**config.mk**
```make
export PLATFORM = sky130hd
export DESIGN_NAME = tph_div_cell
export DESIGN_NICKNAME = d
export VERILOG_FILES = /design/src/rtl/core/tph_pkg.sv /design/src/rtl/core/tph_div_cell.sv
export SDC_FILE = /design/constraint.sdc
export NUM_CORES = 1
export LEC_CHECK = 0
export ABC_AREA = 1
export BUFFER_PORTS_ARGS = -buffer_cell sky130_fd_sc_hd__buf_4
export CAP_MARGIN = 15
export CORE_AREA = 2 2 266 268
export CTS_CLUSTER_DIAMETER = 80
export DETAILED_ROUTE_END_ITERATION = 7
export DIE_AREA = 0 0 268 270
export SLEW_MARGIN = 20
export SYNTH_ARGS = -nofsm -noshare
export SYNTH_HDL_FRONTEND = slang
export SYNTH_SLANG_ARGS = --single-unit
```
**constraint.sdc**
```tcl
create_clock -name clock -period 3.6 [get_ports clock]
set_input_delay 0.72 -clock clock [delete_from_list [all_inputs] [get_ports clock]]
set_output_delay 0.72 -clock clock [all_outputs]
set_load 0.005 [all_outputs]
```
**src/rtl/core/tph_pkg.sv**
```systemverilog
`timescale 1ns / 1ps
package tph_pkg;

   localparam int COORD_BITS = 16;
   localparam int QW         = 32;
   localparam int SCALE_W    = 24;
   // edge vector, normal and scaled query offset widths
   localparam int EDGE_W     = COORD_BITS + 1;
   localparam int NORM_W     = 2 * EDGE_W + 1;
   localparam int DQ_W       = QW + SCALE_W + 1;
   // query offset is multiplied in two halves split at this bit
   localparam int SPLIT_W    = 29;
   localparam int NUM_W      = DQ_W + NORM_W + 2;
   localparam int DEN_W      = NORM_W + SCALE_W + 1;
   localparam int QUO_W      = NUM_W;
   localparam int ADDR_W     = 1;

   typedef enum logic [ADDR_W-1:0] {
      REG_LEVEL_SCALE = 1'b0
   } reg_addr_type;

   typedef struct packed {
      logic                           tile_present;
      logic signed [COORD_BITS-1:0]   corner_a_x;
      logic signed [COORD_BITS-1:0]   corner_a_y;
      logic signed [COORD_BITS-1:0]   corner_a_z;
      logic signed [COORD_BITS-1:0]   corner_b_x;
      logic signed [COORD_BITS-1:0]   corner_b_y;
      logic signed [COORD_BITS-1:0]   corner_b_z;
      logic signed [COORD_BITS-1:0]   corner_c_x;
      logic signed [COORD_BITS-1:0]   corner_c_y;
      logic signed [COORD_BITS-1:0]   corner_c_z;
      logic signed [31:0]             query_x;
      logic signed [31:0]             query_z;
   } req_type;

   typedef struct packed {
      logic signed [31:0]    height;
      logic                  ok;
   } rsp_type;

   // state carried along the divider chain
   typedef struct packed {
      logic                  neg;
      logic                  zero;
      logic [NUM_W-1:0]      rem;
      logic [NUM_W-1:0]      num;
      logic [DEN_W-1:0]      den;
      logic [QUO_W-1:0]      quo;
   } div_cell_type;

endpackage

```
**src/rtl/core/tph_div_cell.sv**
```systemverilog
`timescale 1ns / 1ps
module tph_div_cell
   import tph_pkg::*;
#(
   parameter int BIT_POS = 0
) (
   input  logic         clock,
   input  logic         advance,
   input  div_cell_type cell_in,
   output div_cell_type cell_out
);

   div_cell_type cell_ff, cell_next_in;
   logic [NUM_W:0] shifted;
   logic [NUM_W:0] diff;

   // one restoring step: bring down numerator bit BIT_POS
   always_comb begin
      cell_next_in = cell_in;
      shifted = {cell_in.rem, cell_in.num[BIT_POS]};
      diff = shifted - {{(NUM_W+1-DEN_W){1'b0}}, cell_in.den};
      if (!diff[NUM_W]) begin
         cell_next_in.rem = diff[NUM_W-1:0];
         cell_next_in.quo[BIT_POS] = 1'b1;
      end else begin
         cell_next_in.rem = shifted[NUM_W-1:0];
      end
   end

   always_ff @(posedge clock) begin
      if (advance) begin
         cell_ff <= cell_next_in;
      end
   end

   assign cell_out = cell_ff;

endmodule

```
* Yosys cells after proc, flatten, opt, wreduce, memory -nomap -nowiden
Index checks and enable logic that the tools add are counted.
Word-level totals: register bits 344, output and inout bits 344, word-level logic and storage cells 9
Cells by class: muxes and demuxes 1, $add $sub $neg 1
Operators by type and width (count):
- $sub A95 B60 Y95 | 1
- $mux W94 | 1

* Logic depth before layout (Yosys ltp)
word-level depth 2, gate-level depth with buffers 20, mapped depth without buffers 18

* Least setup slack after synthesis
No wires, ideal clock.
kind input-to-reg, from in cell_in[154] (netlist name), to reg cell_ff, in the netlist cell_out[337] (data pin), data arrival time 2.483 ns, setup slack 0.865 ns, required time 3.348 ns, path buffers 2, stages 20, path through inv_1 > ha_1 > inv_1 > fa_1 > inv_1 > nor2_1 > nand2_1 > nand3_2 > nand3_1 > nand2_1 > nand2_1 > nand2_2 > nand3_2 > nand2_1 > nand2_1 > nand2_2 > buf_6 > buf_6 > nand2_1 > nand2_1
RTL lines:
- from (decl) | RTL line tph_div_cell.sv:9 | input div_cell_type cell_in,
- to (signal assigned) | RTL line tph_div_cell.sv:32 | cell_ff <= cell_next_in;
- to (decl) | RTL line tph_div_cell.sv:13 | div_cell_type cell_ff, cell_next_in;

==> flow_metrics.py <==
metrics = {
    "outcome": {
        "status": "finished clean",
    },
    "setup_path": {
        "crit_chain": "buf_4 -> inv_1 -> ha_1 -> nand2_1 -> nor2_1 -> inv_1 -> nor2_1 -> a21oi_1 -> nand2_2 -> nand3_2 -> nand2_1 -> nand2_1 -> nand2_2 -> buf_12 -> nand2_1 -> nand2_1",
        "critical-path-slowest-cell": "ha_1",
        "max_stage_delay_ns": 0.34,
        "cp_top_family": "simple AND/OR/NAND/NOR gates",
        "cp-start-kind": "input pin",
        "crit_fanout": 44,
        "critPathBufInv": 4,
        "crit_type": "in -> reg",
        "cp-end-kind": "flip-flop",
        "cpMostUsedCell": "nand2_1",
        "cp.depth": 16,
        "cp_data_required_time_ns": 4.06,
        "worstPathArrival_ns": 3.36,
    },
    "layout": {
        "drive_above_1_share_pct": 25.8,
        "largest_reg_flops": 344,
        "synthToLayoutAreaGrowth_pct": 41.8,
        "seqCellArea_mm2": 0.0103,
        "fillCellCount": 7294,
        "multi_input_area_mm2": 0.00714,
        "final_cells": 4116,
        "nets": 3540,
    },
    "yosys": {
        "synth_top_family_by_area": "simple AND/OR/NAND/NOR gates",
        "synth_warnings": 0,
        "ys_ff_latch": 344,
        "synth_nets": 2797,
        "synthAdderAreaFrac_pct": 4.00,
        "synth_cell_types": 31,
        "synth_area_leaders": "edfxtp_1 (54%), nand2_1 (21%), inv_1 (8.4%)",
        "synthCells": 2390,
        "avgSynthCellArea_um2": 8.07,
        "synth_top_area_share_pct": 53.6,
        "synth_most_common_cell": "nand2_1",
        "synthFlopType": "edfxtp_1",
        "synth.area.mux_share_pct": 0,
        "ys_seq_area_share_pct": 53.6,
        "synth_top_area_cell": "edfxtp_1",
        "synth_edf_count": 344,
        "synth-compound-area-share_pct": 1.19,
        "synth_area_mm2": 0.0193,
        "ys_async_sr_fraction_pct": 0,
        "synthSimpleGateAreaFrac_pct": 29.5,
        "synth_xor_area_share_pct": 2.32,
        "synthTopCellsByCount": "nand2_1 (1,065), inv_1 (431), edfxtp_1 (344)",
    },
    "clock_tree": {
        "cts_buffers": 45,
        "cts_resized": 0,
        "htreeDepth": 2,
        "cts_num_sinks": 344,
        "cts-root-buf": "clkbuf_16",
        "cts_setup_buffers": 0,
        "postCtsHoldBufs": 0,
        "tritoncts": "yes",
        "clkSlewWorstSetupHoldPaths_ns": 0.07,
        "ctsLongestPathBuffers": 3,
    },
    "sta": {
        "setup_viol": 0,
        "fin_ws_ns": 0.705,
        "relSlewSlack_pct": 56.7,
        "worst_pin_slew_ns": 0.649,
        "fmax_mhz": 345,
        "hold_violations": 0,
        "post-route-period-util_pct": 80.4,
        "slew_violations": 0,
        "whs_ns": 0.286,
        "setup_tns_ns": 0,
        "min_period_ns": 2.90,
        "rsz0062_at_grt": "false",
    },
    "power_and_ir_drop": {
        "switching_power_w": 0.00367,
        "power_frac_seq_pct": 40.1,
        "p_int_w": 0.00868,
        "combPwrFrac_pct": 20.5,
        "leakage_nw": 13.7,
        "power_frac_clock_pct": 39.3,
        "power.density_mw_per_mm2": 452,
        "p_sw_share_pct": 29.7,
        "ir_worst_vdd_mv": 0.336,
    },
    "drt": {
        "drc": 0,
        "drt_wl_total_um": 98500,
        "drt-initial-drc-count": 1293,
        "vias": 18300,
        "viasPerCell": 4.46,
        "ant_nets": 0,
        "firstDrtPassIters": 7,
        "wl_per_cell_um": 23.9,
    },
    "placement": {
        "portBuffers": 689,
        "gp_congestion": 0.943,
        "detailed_place_hpwl_um": 83500,
        "dp_slack_ns": 0.139,
        "placedCellCount": 4026,
    },
    "floorplanning": {
        "design.die.area_mm2": 0.0724,
        "initial_core_util_pct": 27.7,
        "rows": 97,
        "die_h_um": 270,
        "io-pin-count": 690,
        "coreArea_mm2": 0.0695,
        "die_width_um": 268,
    },
    "grt": {
        "grt_pass1_wl_um": 135000,
        "grt_overflow": 0,
        "grt_use_total_pct": 26.5,
        "antenna_found_initial": 22,
        "grt_max_degree": 71,
        "grt_pass1_vias": 18200,
    },
    "flow_run": {
        "cap_violations": 0,
    },
    "min_path": {
        "min_path_type": "in -> reg",
        "min_path_cells": 1,
    },
}
[layer usage]
metal  part of all wire (%)  track usage [%]  vias to the layer above
li1                       -                -                     8890
met4                    3.5             8.75                       26
met5                   0.15                0                        -
met2                     50             47.0                      671
met1                     39             30.6                     8620
met3                    7.6             7.11                      135
[cell usage in the layout, fill, tap and decap left out, types with 4 or more instances in the layout]
cell type / instances
clkbuf_16: 46
nor2_2: 7
o21ai_0: 5
clkinvlp_4: 4
xor2_1: 51
and2_1: 6
buf_4: 707
nand2_2: 6
edfxtp_1: 344
nor3_1: 11
nor2_1: 216
clkinv_1: 5
a21oi_1: 34
diode_2: 6
nand3b_1: 8
inv_8: 4
inv_1: 431
nand3_1: 86
nand2_1: 1065
clkinv_2: 10
ha_1: 60
buf_12: 8
nand4_1: 20
bufinv_16: 6
[logic make-up after synthesis]
logic type,Yosys count
AND/OR/NAND/NOR,1435
buffers and inverters,455
flip-flops,344
adder cells (fa/ha/maj),61
AO/OA/AOI/OAI,44
XOR/XNOR,51
[metrics by stage]
| stage | total power, W | area (um2) | util, % |
|---|---|---|---|
| floorplan | 0.00595 | 19300 | - |
| global placement | 0.00758 | 25800 | 37.0 |
| detailed placement | 0.00759 | 25800 | 37.0 |
| CTS | 0.0125 | 27300 | 39.3 |
| global route | 0.0128 | 27300 | 39.3 |
| finish | 0.0123 | 27300 | 39.3 |
[power groups by stage]
| stage | Combinational [W] | Clock, W | Sequential (W) |
|---|---|---|---|
| floorplan | 0.000902 | 0 | 0.00505 |
| global placement | 0.00255 | 0 | 0.00503 |
| detailed placement | 0.00256 | 0 | 0.00503 |
| CTS | 0.00257 | 0.00494 | 0.00496 |
| global route | 0.00274 | 0.00510 | 0.00499 |
| finish | 0.00253 | 0.00486 | 0.00496 |
[layout make-up]
type	count	share of cell area (%)
Sequential cell	344	37.8
Multi-Input combinational cell	1591	26.1
Timing Repair Buffer	716	20.1
Inverter	435	5.97
Tap cell	940	4.30
Clock buffer	49	4.25
Clock inverter	35	1.46
Antenna cell	6	0.0549
[worst paths after layout]
kind                startpoint  slack [ns]       endpoint
setup / recovery  cell_in[120]        0.70  cell_out[253]
hold / removal    cell_in[156]        0.29  cell_out[156]
Power figures use the tool's default switching activity.
